==> src/rtl/core/ber_tlv_stream_decoder_defines.svh <==
// Assertion macros shared by the BER TLV decoder RTL.
`ifndef BER_TLV_STREAM_DECODER_DEFINES_SVH
`define BER_TLV_STREAM_DECODER_DEFINES_SVH

// Same-cycle implication, sampled on clk and disabled while rst is high.
`define BTLV_ASSERT_NOW(label, ante, cons, msg) \
  label: assert property (@(posedge clk) disable iff (rst) (ante) |-> (cons)) \
    else $error(msg);

// Next-cycle implication, sampled on clk and disabled while rst is high.
`define BTLV_ASSERT_NEXT(label, ante, cons, msg) \
  label: assert property (@(posedge clk) disable iff (rst) (ante) |=> (cons)) \
    else $error(msg);

`endif

==> src/rtl/core/btlv_pkg.sv <==
// Types and constants of the BER TLV stream decoder.
`default_nettype none

package btlv_pkg;

  // Parser phase within one TLV.
  typedef enum logic [2:0] {
    PH_ID,
    PH_TAG,
    PH_LEN,
    PH_LENX,
    PH_DATA,
    PH_DROP
  } btlv_phase_t;

  // Result kinds.
  typedef enum logic [1:0] {
    KIND_HEADER,
    KIND_CONTENT,
    KIND_EOC,
    KIND_ERROR
  } btlv_kind_t;

  // Error codes.
  typedef enum logic [1:0] {
    ERR_NONE,
    ERR_TRUNCATED,
    ERR_TAG_LONG,
    ERR_LEN_LONG
  } btlv_err_t;

  // Low identifier bits that announce a multi-byte tag.
  localparam logic [4:0] TAG_ESCAPE = 5'h1f;
  // Bit that marks continuation in tags and long form in lengths.
  localparam int HIGH_BIT = 7;

  // Input transaction payload.
  typedef struct packed {
    logic [7:0] in_byte;
    logic       buf_end;
  } btlv_in_t;

  // Output transaction payload.
  typedef struct packed {
    logic [1:0]  kind;
    logic [1:0]  tag_class;
    logic        is_constructed;
    logic [31:0] tag_number;
    logic [31:0] content_length;
    logic [7:0]  data_byte;
    logic        last_content;
    logic [1:0]  error_code;
  } btlv_out_t;

endpackage

`default_nettype wire

==> src/rtl/core/btlv_stream_if.sv <==
// Valid/ready stream channel with a typed payload.
`default_nettype none

interface btlv_stream_if #(
  parameter type payload_t = logic
) ();
  logic     valid;
  logic     ready;
  payload_t payload;

  modport source (output valid, output payload, input ready);
  modport sink   (input valid, input payload, output ready);
endinterface

`default_nettype wire

==> src/rtl/core/ber_tlv_stream_decoder.sv <==
// BER TLV stream decoder: parses identifier, length and content bytes of a buffer.
//
//   channel  | direction | payload
//   ---------+-----------+------------------------------------------------
//   in_ch    | sink      | in_byte, buf_end
//   out_ch   | source    | kind, tag_class, is_constructed, tag_number,
//            |           | content_length, data_byte, last_content, error_code
//
// One byte is taken per cycle while not stalled; its result, if any, is registered.
// All decoding happens between the parser state registers and the output register.
// A two-entry output buffer (output register plus skid register) lets a byte be
// taken while a result waits; input stalls only when both entries are full.
// Synchronous reset returns the parser to the identifier phase and empties the buffer.
`default_nettype none

`include "ber_tlv_stream_decoder_defines.svh"

module ber_tlv_stream_decoder
  import btlv_pkg::*;
#(
  parameter int MAX_TAG_BYTES    = 5,
  parameter int MAX_LENGTH_BYTES = 4
) (
  input  wire logic clk,
  input  wire logic rst,
  btlv_stream_if.sink   in_ch,
  btlv_stream_if.source out_ch
);

  localparam int MaxField = (MAX_TAG_BYTES > MAX_LENGTH_BYTES) ?
                            MAX_TAG_BYTES : MAX_LENGTH_BYTES;
  localparam int CntW     = $clog2(MaxField + 1);

  // Parser state.
  btlv_phase_t phase, phase_next;
  logic [1:0]  class_bits, class_bits_next;
  logic        constructed_bit, constructed_bit_next;
  logic [31:0] tag_accum, tag_accum_next;
  logic [31:0] length_accum, length_accum_next;
  logic [CntW-1:0] field_bytes_left, field_bytes_left_next;
  logic [31:0] content_left, content_left_next;
  logic        first_zero_seen, first_zero_seen_next;

  // Output buffer.
  logic      out_valid;
  btlv_out_t out_data;
  logic      skid_valid;
  btlv_out_t skid_data;

  // Result of the byte at the input.
  logic      res_valid;
  btlv_out_t res;

  logic       in_fire;
  logic [7:0] b;
  logic       end_flag;

  assign in_ch.ready    = !skid_valid;
  assign in_fire        = in_ch.valid && in_ch.ready;
  assign b              = in_ch.payload.in_byte;
  assign end_flag       = in_ch.payload.buf_end;
  assign out_ch.valid   = out_valid;
  assign out_ch.payload = out_data;

  // Shared decode of the current byte.
  logic            long_tag;
  logic            tag_ovf;
  logic [31:0]     tag_new;
  logic [CntW-1:0] fbl_dec;
  logic [6:0]      len_cnt;
  logic            len_cnt_big;
  logic            len_ovf;
  logic [31:0]     len_new;
  logic [31:0]     cl_dec;
  logic [31:0]     hdr_len;
  logic            hdr_eoc;

  assign long_tag    = (b[4:0] == TAG_ESCAPE);
  assign tag_ovf     = (tag_accum[31:25] != 7'd0);
  assign tag_new     = {tag_accum[24:0], b[6:0]};
  assign fbl_dec     = field_bytes_left - CntW'(1);
  assign len_cnt     = b[6:0];
  assign len_cnt_big = (len_cnt > 7'(MAX_LENGTH_BYTES));
  assign len_ovf     = (length_accum[31:24] != 8'd0);
  assign len_new     = {length_accum[23:0], b};
  assign cl_dec      = content_left - 32'd1;

  // Length of a header completed by this byte; long form ends through PH_LENX.
  assign hdr_len = (phase == PH_LENX) ? len_new :
                   (b[HIGH_BIT] ? 32'd0 : {24'd0, b});
  // Two zero bytes make an end-of-contents marker.
  assign hdr_eoc = (phase == PH_LEN) && first_zero_seen && (b == 8'h00);

  // Next parser state.
  always_comb begin
    phase_next            = phase;
    class_bits_next       = class_bits;
    constructed_bit_next  = constructed_bit;
    tag_accum_next        = tag_accum;
    length_accum_next     = length_accum;
    field_bytes_left_next = field_bytes_left;
    content_left_next     = content_left;
    first_zero_seen_next  = first_zero_seen;
    case (phase)
      PH_ID: begin
        class_bits_next      = b[7:6];
        constructed_bit_next = b[5];
        first_zero_seen_next = (b == 8'h00);
        if (long_tag) begin
          tag_accum_next        = 32'd0;
          field_bytes_left_next = CntW'(MAX_TAG_BYTES);
          phase_next            = PH_TAG;
        end else begin
          tag_accum_next = {27'd0, b[4:0]};
          phase_next     = PH_LEN;
        end
      end
      PH_TAG: begin
        if (tag_ovf) begin
          phase_next = PH_DROP;
        end else begin
          tag_accum_next        = tag_new;
          field_bytes_left_next = fbl_dec;
          if (!b[HIGH_BIT]) begin
            phase_next = PH_LEN;
          end else if (fbl_dec == '0) begin
            phase_next = PH_DROP;
          end
        end
      end
      PH_LEN: begin
        if (b[HIGH_BIT] && len_cnt != 7'd0) begin
          if (len_cnt_big) begin
            phase_next = PH_DROP;
          end else begin
            length_accum_next     = 32'd0;
            field_bytes_left_next = len_cnt[CntW-1:0];
            phase_next            = PH_LENX;
          end
        end else begin
          first_zero_seen_next = 1'b0;
          if (!hdr_eoc && hdr_len != 32'd0 && !constructed_bit) begin
            content_left_next = hdr_len;
            phase_next        = PH_DATA;
          end else begin
            phase_next = PH_ID;
          end
        end
      end
      PH_LENX: begin
        if (len_ovf) begin
          phase_next = PH_DROP;
        end else begin
          length_accum_next     = len_new;
          field_bytes_left_next = fbl_dec;
          if (fbl_dec == '0) begin
            first_zero_seen_next = 1'b0;
            if (hdr_len != 32'd0 && !constructed_bit) begin
              content_left_next = hdr_len;
              phase_next        = PH_DATA;
            end else begin
              phase_next = PH_ID;
            end
          end
        end
      end
      PH_DATA: begin
        content_left_next = cl_dec;
        if (cl_dec == 32'd0) begin
          phase_next = PH_ID;
        end
      end
      default: begin
      end
    endcase
    // The last byte of a buffer returns everything to the reset state.
    if (end_flag) begin
      phase_next            = PH_ID;
      class_bits_next       = 2'd0;
      constructed_bit_next  = 1'b0;
      tag_accum_next        = 32'd0;
      length_accum_next     = 32'd0;
      field_bytes_left_next = '0;
      content_left_next     = 32'd0;
      first_zero_seen_next  = 1'b0;
    end
  end

  // Result of the current byte.
  btlv_out_t hdr_res;
  btlv_out_t err_res;
  btlv_err_t err_code;

  always_comb begin
    hdr_res = '0;
    if (hdr_eoc) begin
      hdr_res.kind = KIND_EOC;
    end else begin
      hdr_res.kind           = KIND_HEADER;
      hdr_res.tag_class      = class_bits;
      hdr_res.is_constructed = constructed_bit;
      hdr_res.tag_number     = tag_accum;
      hdr_res.content_length = hdr_len;
      hdr_res.error_code     = (end_flag && hdr_len != 32'd0) ? ERR_TRUNCATED : ERR_NONE;
    end
  end

  // Error code of the current byte; truncation unless a field is too long.
  always_comb begin
    err_code = ERR_TRUNCATED;
    case (phase)
      PH_TAG: begin
        if (tag_ovf || (b[HIGH_BIT] && fbl_dec == '0)) begin
          err_code = ERR_TAG_LONG;
        end
      end
      PH_LEN: begin
        if (b[HIGH_BIT] && len_cnt != 7'd0 && len_cnt_big) begin
          err_code = ERR_LEN_LONG;
        end
      end
      PH_LENX: begin
        if (len_ovf) begin
          err_code = ERR_LEN_LONG;
        end
      end
      default: begin
      end
    endcase
  end

  always_comb begin
    err_res            = '0;
    err_res.kind       = KIND_ERROR;
    err_res.error_code = err_code;
  end

  always_comb begin
    res_valid = 1'b0;
    res       = '0;
    case (phase)
      PH_ID: begin
        res_valid = end_flag;
        res       = err_res;
      end
      PH_TAG: begin
        if (tag_ovf || (b[HIGH_BIT] && fbl_dec == '0)) begin
          res_valid = 1'b1;
        end else begin
          res_valid = end_flag;
        end
        res = err_res;
      end
      PH_LEN: begin
        if (b[HIGH_BIT] && len_cnt != 7'd0) begin
          if (len_cnt_big) begin
            res_valid = 1'b1;
          end else begin
            res_valid = end_flag;
          end
          res = err_res;
        end else begin
          res_valid = 1'b1;
          res       = hdr_res;
        end
      end
      PH_LENX: begin
        if (len_ovf) begin
          res_valid = 1'b1;
          res       = err_res;
        end else if (fbl_dec == '0) begin
          res_valid = 1'b1;
          res       = hdr_res;
        end else begin
          res_valid = end_flag;
          res       = err_res;
        end
      end
      PH_DATA: begin
        res_valid          = 1'b1;
        res.kind           = KIND_CONTENT;
        res.data_byte      = b;
        res.last_content   = (cl_dec == 32'd0);
        res.error_code     = (end_flag && cl_dec != 32'd0) ? ERR_TRUNCATED : ERR_NONE;
      end
      default: begin
      end
    endcase
  end

  // Parser state registers.
  always_ff @(posedge clk) begin
    if (rst) begin
      phase            <= PH_ID;
      class_bits       <= 2'd0;
      constructed_bit  <= 1'b0;
      tag_accum        <= 32'd0;
      length_accum     <= 32'd0;
      field_bytes_left <= '0;
      content_left     <= 32'd0;
      first_zero_seen  <= 1'b0;
    end else if (in_fire) begin
      phase            <= phase_next;
      class_bits       <= class_bits_next;
      constructed_bit  <= constructed_bit_next;
      tag_accum        <= tag_accum_next;
      length_accum     <= length_accum_next;
      field_bytes_left <= field_bytes_left_next;
      content_left     <= content_left_next;
      first_zero_seen  <= first_zero_seen_next;
    end
  end

  // Output register with a skid entry behind it.
  always_ff @(posedge clk) begin
    if (rst) begin
      out_valid  <= 1'b0;
      skid_valid <= 1'b0;
    end else if (out_valid && !out_ch.ready) begin
      if (in_fire && res_valid) begin
        skid_valid <= 1'b1;
      end
    end else if (skid_valid) begin
      out_valid  <= 1'b1;
      skid_valid <= 1'b0;
    end else begin
      out_valid <= in_fire && res_valid;
    end
  end

  always_ff @(posedge clk) begin
    if (out_valid && !out_ch.ready) begin
      if (in_fire && res_valid) begin
        skid_data <= res;
      end
    end else if (skid_valid) begin
      out_data <= skid_data;
    end else if (in_fire && res_valid) begin
      out_data <= res;
    end
  end

  // Checks on the parser and the output buffer.
  `BTLV_ASSERT_NOW(a_skid_behind_out, skid_valid, out_valid,
                   "skid entry full while output empty")
  `BTLV_ASSERT_NEXT(a_end_resets, in_fire && end_flag,
                    phase == PH_ID && !first_zero_seen,
                    "buffer end did not reset the parser")
  `BTLV_ASSERT_NOW(a_data_nonzero, phase == PH_DATA, content_left != 32'd0,
                   "content phase with no bytes left")
  `BTLV_ASSERT_NEXT(a_error_drops,
                    in_fire && res_valid && res.kind == KIND_ERROR && !end_flag,
                    phase == PH_DROP, "error did not enter drop phase")

endmodule

`default_nettype wire

==> src/flat_wrapper.sv <==
// flat-port wrapper written by rule: the top's interface ports become plain ports
module ber_tlv_stream_decoder_flat import btlv_pkg::*;
#(
  parameter int MAX_TAG_BYTES    = 5,
  parameter int MAX_LENGTH_BYTES = 4
)
  (clk, rst, in_ch_valid, in_ch_payload, in_ch_ready, out_ch_valid, out_ch_payload, out_ch_ready);
  btlv_stream_if #(.payload_t(btlv_in_t)) in_ch_i ();
  btlv_stream_if #(.payload_t(btlv_out_t)) out_ch_i ();
  input  wire logic clk;
  input  wire logic rst;
  input wire logic [$bits(in_ch_i.valid)-1:0] in_ch_valid;
  input wire logic [$bits(in_ch_i.payload)-1:0] in_ch_payload;
  output wire logic [$bits(in_ch_i.ready)-1:0] in_ch_ready;
  output wire logic [$bits(out_ch_i.valid)-1:0] out_ch_valid;
  output wire logic [$bits(out_ch_i.payload)-1:0] out_ch_payload;
  input wire logic [$bits(out_ch_i.ready)-1:0] out_ch_ready;
  assign in_ch_i.valid = in_ch_valid;
  assign in_ch_i.payload = in_ch_payload;
  assign in_ch_ready = in_ch_i.ready;
  assign out_ch_valid = out_ch_i.valid;
  assign out_ch_payload = out_ch_i.payload;
  assign out_ch_i.ready = out_ch_ready;
  ber_tlv_stream_decoder #(.MAX_TAG_BYTES(MAX_TAG_BYTES), .MAX_LENGTH_BYTES(MAX_LENGTH_BYTES)) u_core (.clk(clk), .rst(rst), .in_ch(in_ch_i), .out_ch(out_ch_i));
endmodule
==> config.mk <==
export PLATFORM = sky130hd
export DESIGN_NAME = ber_tlv_stream_decoder_flat
export DESIGN_NICKNAME = d
export VERILOG_FILES = /design/src/rtl/core/btlv_pkg.sv /design/src/rtl/core/btlv_stream_if.sv /design/src/rtl/core/ber_tlv_stream_decoder.sv /design/src/flat_wrapper.sv
export VERILOG_INCLUDE_DIRS = /design/src /design/src/rtl/core
export SDC_FILE = /design/constraint.sdc
export NUM_CORES = 1
export LEC_CHECK = 0
export BUFFER_PORTS_ARGS = -buffer_cell sky130_fd_sc_hd__buf_2
export CORE_MARGIN = 4
export CORE_UTILIZATION = 45
export DETAILED_ROUTE_END_ITERATION = 8
export PLACE_DENSITY = 0.75
export SETUP_SLACK_MARGIN = 0.1
export SLEW_MARGIN = 0
export SYNTH_ARGS = -nofsm -noshare
export SYNTH_HDL_FRONTEND = slang
export SYNTH_SLANG_ARGS = --single-unit
==> constraint.sdc <==
create_clock -name clk -period 14.2 [get_ports clk]
set_input_delay 2.13 -clock clk [delete_from_list [all_inputs] [get_ports clk]]
set_output_delay 2.13 -clock clk [all_outputs]
set_load 0.005 [all_outputs]
# [Word level (Yosys, flattened, before mapping)]
# Cells that the tools add are included.
[totals] inputBits=13 wordCells=164 output_inout_bits=82 regBits=268
[op_classes] muxes=71 addsub=2 magnitude_cmp=1 n_reduce_logical=46 bitwise_logic=1 eq_ne=17
[ops] cell="$mux 32" n=13
[ops] cell="$mux 80" n=5
[ops] cell="$pmux 67 s2" n=1
[ops] cell="$pmux 32 s2" n=2
[ops] cell="$pmux 32 s3" n=1
[ops] cell="$mux 67" n=1
[ops] cell="$reduce_bool 32->1" n=2
[ops] cell="$mux 3" n=17
[ops] cell="$pmux 11 s4" n=1
[ops] cell="$logic_not 32->1" n=1
[ops] cell="$sub 32x1->32 const B" n=1
[ops] cell="$ne 3x3->1 const B" n=8
[ops] cell="$mux 2" n=8
[ops] cell="$pmux 3 s5" n=1
[ops] cell="$reduce_and 5->1" n=3
[ops] cell="$mux 1" n=14
[ops] cell="$reduce_and 7->1" n=2
[ops] cell="$reduce_bool 7->1" n=2
[ops] cell="$logic_and 1x1->1" n=13
[ops] cell="$pmux 3 s4" n=1
[ops] cell="$logic_not 8->1" n=1
[ops] cell="$pmux 2 s4" n=1
[ops] cell="$reduce_bool 4->1" n=2
[ops] cell="$reduce_bool 8->1" n=1
[ops] cell="25 further kinds" n=36

# [Longest topological paths before layout]
[logic_depth] ltp_word=11 ltp_mapped=11 mapped_depth_nobuf=9

# [Worst setup path before layout]
# Ideal clock, no wire load.
[synth_timing] path_kind="input to register" from="input in_ch_payload[8]" to="register u_core.out_data, in the netlist u_core.out_ch.payload[0] (enable)" path_slack_ps=7063 setup_time_ps=519 arrival_ps=6618 t_required_ps=13681 stages=8 path_cell_list="clkbuf_1 > clkbuf_1 > a311oi_1 > o22ai_1 > a21oi_1 > o22ai_1 > a21oi_1 > nor2_1"
[synth_between] elab_chain_len=7 word_cells_on_any_way=9
[synth_lines] element="from (decl)" line_no="flat_wrapper.sv:13" text="input wire logic [$bits(in_ch_i.payload)-1:0] in_ch_payload;"
[synth_lines] element="$logic_and 1x1->1" line_no="ber_tlv_stream_decoder.sv:247" text="if (tag_ovf || (b[HIGH_BIT] && fbl_dec == '0)) begin"
[synth_lines] element="$logic_or 1x1->1" line_no="ber_tlv_stream_decoder.sv:247"
[synth_lines] element="$mux 1" line_no="ber_tlv_stream_decoder.sv:247"
[synth_lines] element="$pmux 1 s5 (*)" line_no="ber_tlv_stream_decoder.sv:241" text="case (phase)"
[synth_lines] element="$logic_and 1x1->1 (*)" line_no="ber_tlv_stream_decoder.sv:338" text="end else if (in_fire && res_valid) begin"
[synth_lines] element="$reduce_bool 2->1 (no source line) (*)"
[synth_lines] element="$reduce_and 2->1 (no source line) (*)"
[synth_lines] element="to (signal assigned)" line_no="ber_tlv_stream_decoder.sv:337" text="out_data <= skid_data;"
[synth_lines] element="to (signal assigned)" line_no="ber_tlv_stream_decoder.sv:339" text="out_data <= res;"
[synth_lines] element="to (decl)" line_no="ber_tlv_stream_decoder.sv:46" text="btlv_out_t out_data;"
# Mark *: on every way between the ends. The rest lies on a longest branch, timed or not.
# A chain may end at the register's enable or synchronous reset.

==> metrics.md <==
| Metric | Value |
|---|---|
| Static leakage | `5.02 nW` |
| Number of global-route vias before repair | `8772` |
| Main flop type after synthesis | `edfxtp_1` |
| Area of the core | `26300 µm²` |
| Port bufs | `94` |
| Slew @ Worst Pin | `1.12 ns` |
| Synthesized netlist cell count | `1153` |
| Post-synthesis sequential area ratio | `57.3%` |
| WL met2 | `14100 µm` |
| CTS Root Cell | `clkbuf_16` |
| Synth Area in Simple Gates | `19.7%` |
| Post-synth EDFFs | `160` |
| H-tree levels | `1` |
| CTS buffer count | `28` |
| Pwr Density | `127 nW/µm²` |
| Final setup vio count | `0` |
| Hold depth | `2` |
| DR WL/cell | `19.4 µm` |
| Die area | `29700 µm²` |
| Die Wd | `172 µm` |
| Hold path endpoint | `u_core.class_bits[1]` |
| Area contributors post-synth | `edfxtp_1, dfxtp_1, mux2_2` |
| Highest routed layer | `met5` |
| DP Area | `12900 µm²` |
| Critical Path AT | `4.92 ns` |
| Post-CTS sizing | `0` |
| Fin nets | `1228` |
| Setup TNS | `0 ns` |
| Max Cap Viol | `0` |
| Crit path time final | `4.51 ns` |
| Compound-Gate Fraction of Synth Area | `11.7%` |
| Clock Latency Late Sink | `0.54 ns` |
| CTS tree | `yes` |
| Die height | `172 µm` |
| Diode count | `0` |
| Netlist area before placement | `12200 µm²` |
| Grt total ovfl | `0` |
| Relative slew slack | `25.6%` |
| Synth Register Bits | `268` |
| Fill count | `2318` |
| Cell Rows | `59` |
| Worst Reg-to-Reg Cells | `7` |
| Worst Path Required | `14.61 ns` |
| RSZ-0062 raised after global routing | `false` |
| VDD IR-drop max | `92.2 µV` |
| Outcome | `finished, final reports clean` |
| Drt first-iter violations | `793` |
| Synth warn | `0` |
| FFs w/ async S/R, synth | `0%` |
| Max Clk Rate | `222 MHz` |
| Wl on met1 | `13500 µm` |
| Crit path kind | `input port to register` |
| Min-delay worst type | `register to register` |
| P&R area growth vs syn | `13.8%` |
| WL met3 | `1870 µm` |
| Final Cell Area | `13800 µm²` |
| Pins Over Slew Limit | `0` |
| Sink Count | `268` |
| Setup bufs post-CTS | `0` |
| Initial core utilization | `46.2%` |
| Hold path startpoint | `u_core.class_bits[1]` |
| Via count | `9112` |
| Area leader, netlist | `edfxtp_1` |
| Post-synth net total | `1170` |
| Adder-cell share of the synthesized area | `0.412%` |
| Final Hold Vio Count | `0` |
| Largest family of logic cells by synthesized area | `simple AND/OR/NAND/NOR gates` |
| Critical Path Fanout Max | `37` |
| Maximum number of pins on one net before global-route repair | `90` |
| Post-synthesis xor/xnor area fraction | `0.793%` |
| Post-DP HPWL | `19900 µm` |
| Routed WL | `30400 µm` |
| Post-synth top cells | `edfxtp_1, nand2_1, a21oi_1` |
| Mux contribution to synthesized area | `6.95%` |
| Layout cells sized above 1 | `20.8%` |
| GPL Wtd Cong | `0.957` |
| Most common cell in the netlist | `edfxtp_1` |
| Worst Setup End Kind | `register` |
| R2r startpoint | `u_core.phase[0]` |
| Synthesized area per cell | `10.5 µm²` |
| First-pass GRT wire length | `48500 µm` |
| CTS Buffer Depth | `3` |
| Global-route usage over all layers | `20.2%` |
| Final Cycle Share | `31.8%` |
| Multi-input logic area | `4850 µm²` |
| CTS Hold Bufs | `0` |
| WHS | `0.450 ns` |
| R2R Setup Slk | `10.31 ns` |
| Pre-antenna DRT Iters | `6` |
| Via density | `5.81` |
| Initial antenna violation count | `1` |
| Final Skew | `0.00956 ns` |
| Register area | `6970 µm²` |
| Post-synthesis cell type count | `70` |
| # IOs | `95` |
| Clk slew on worst S/H paths | `0.06 ns` |
| Remaining DRCs | `0` |
| Routed Antenna Nets | `0` |
| Share of the synthesized area in the top cell type | `39.5%` |
| FF-to-FF End | `u_core.skid_data[39]` |
| Startpoint Class | `input port` |
[area by class of cell]
type	count	area share (%)
Clock buffer	37	5.53
Clock inverter	15	1.45
Inverter	15	0.407
Multi-Input combinational cell	789	35.0
Sequential cell	268	50.4
Tap cell	335	3.03
Timing Repair Buffer	109	4.21
[state kept, by name, summed over array words and instances, names as in the netlist]
| name | count |
|---|---|
| u_core.out_ch.valid | 1 |
| u_core.content_left | 32 |
| u_core.first_zero_seen | 1 |
| u_core.tag_accum | 32 |
| u_core.constructed_bit | 1 |
| u_core.field_bytes_left | 3 |
| u_core.class_bits | 2 |
| u_core.length_accum | 32 |
| u_core.skid_data | 80 |
| u_core.out_ch.payload | 80 |
| u_core.phase | 3 |
| u_core.skid_valid | 1 |
[routing by layer]
| metal | vias up | global-route usage [%] |
|---|---|---|
| met5 | - | 0 |
| met4 | 2 | 5.67 |
| met3 | 62 | 2.81 |
| met2 | 344 | 32.8 |
| met1 | 4360 | 28.4 |
| li1 | 4344 | - |
[critical path, stage by stage]
cell and delay [ns]:
buf_2 0.16, or4_1 0.60, o211ai_1 0.20, a21boi_0 0.21, and3_1 0.82, a21boi_2 0.45, and2_1 0.20, mux2_2 0.15
[kinds of logic (layout without fill, tap and decap cells)]
logic type      Yosys count  count (layout)
compound gates          236             236
xor+xnor                 11              11
fa+ha+maj                 4               4
buf+inv                  96             176
flops                   268             268
mux                      75              75
simple gates            463             463
[report_power, final]
| group | internal, mW | leakage [nW] | switching, mW |
|---|---|---|---|
| logic | 0.0434 | 2.13 | 0.0938 |
| clock network | 0.455 | 0.475 | 0.304 |
| registers | 0.843 | 2.42 | 0.0115 |
| total | 1.34 | 5.02 | 0.410 |
[worst max path at each step]
stage | startpoint | endpoint
after floorplan | in_ch_payload[8] | u_core.out_ch.payload[0]
after global placement | in_ch_payload[5] | u_core.out_ch.payload[16]
after detailed placement | in_ch_payload[5] | u_core.out_ch.payload[17]
after CTS | in_ch_payload[5] | u_core.out_ch.payload[16]
after global routing | in_ch_payload[5] | u_core.out_ch.payload[12]
final | in_ch_payload[5] | u_core.out_ch.payload[16]
[cells in the final DEF (no fill, tap or decap), types with 5 or more instances in the layout]
cell type | Yosys | routed
mux2_2 | 75 | 75
or4_1 | 5 | 5
o31ai_1 | 9 | 9
buf_2 | 8 | 94
a221oi_1 | 5 | 5
o21ai_0 | 35 | 35
xor2_1 | 5 | 5
and3_1 | 9 | 8
nor3_1 | 24 | 24
nor2b_1 | 7 | 7
nor4_1 | 20 | 20
dfxtp_1 | 108 | 108
clkbuf_1 | 68 | 6
nand3_1 | 76 | 76
clkbuf_16 | 0 | 28
nand2_1 | 134 | 134
nand2b_1 | 6 | 6
xnor2_1 | 6 | 6
a21oi_1 | 123 | 123
a32o_1 | 5 | 5
inv_1 | 14 | 14
a211oi_1 | 7 | 7
or3_1 | 13 | 13
nor2_1 | 67 | 65
nand4_1 | 9 | 9
and2_1 | 68 | 68
buf_4 | 0 | 15
a22o_1 | 5 | 5
a31oi_1 | 8 | 8
edfxtp_1 | 160 | 160
[stage by stage]
| stage | worst slack [ns] | utilization, % | power [mW] | cells |
|---|---|---|---|---|
| after floorplan | 7.06 | - | 0.960 | 1153 |
| after global placement | 9.22 | 49.0 | 1.01 | 1516 |
| after detailed placement | 9.12 | 49.0 | 1.01 | 1516 |
| after CTS | 9.68 | 52.6 | 1.76 | 1568 |
| after global routing | 9.31 | 52.6 | 1.81 | 1568 |
| final | 9.69 | 52.6 | 1.75 | 1568 |
Power figures use the tool's default switching activity.
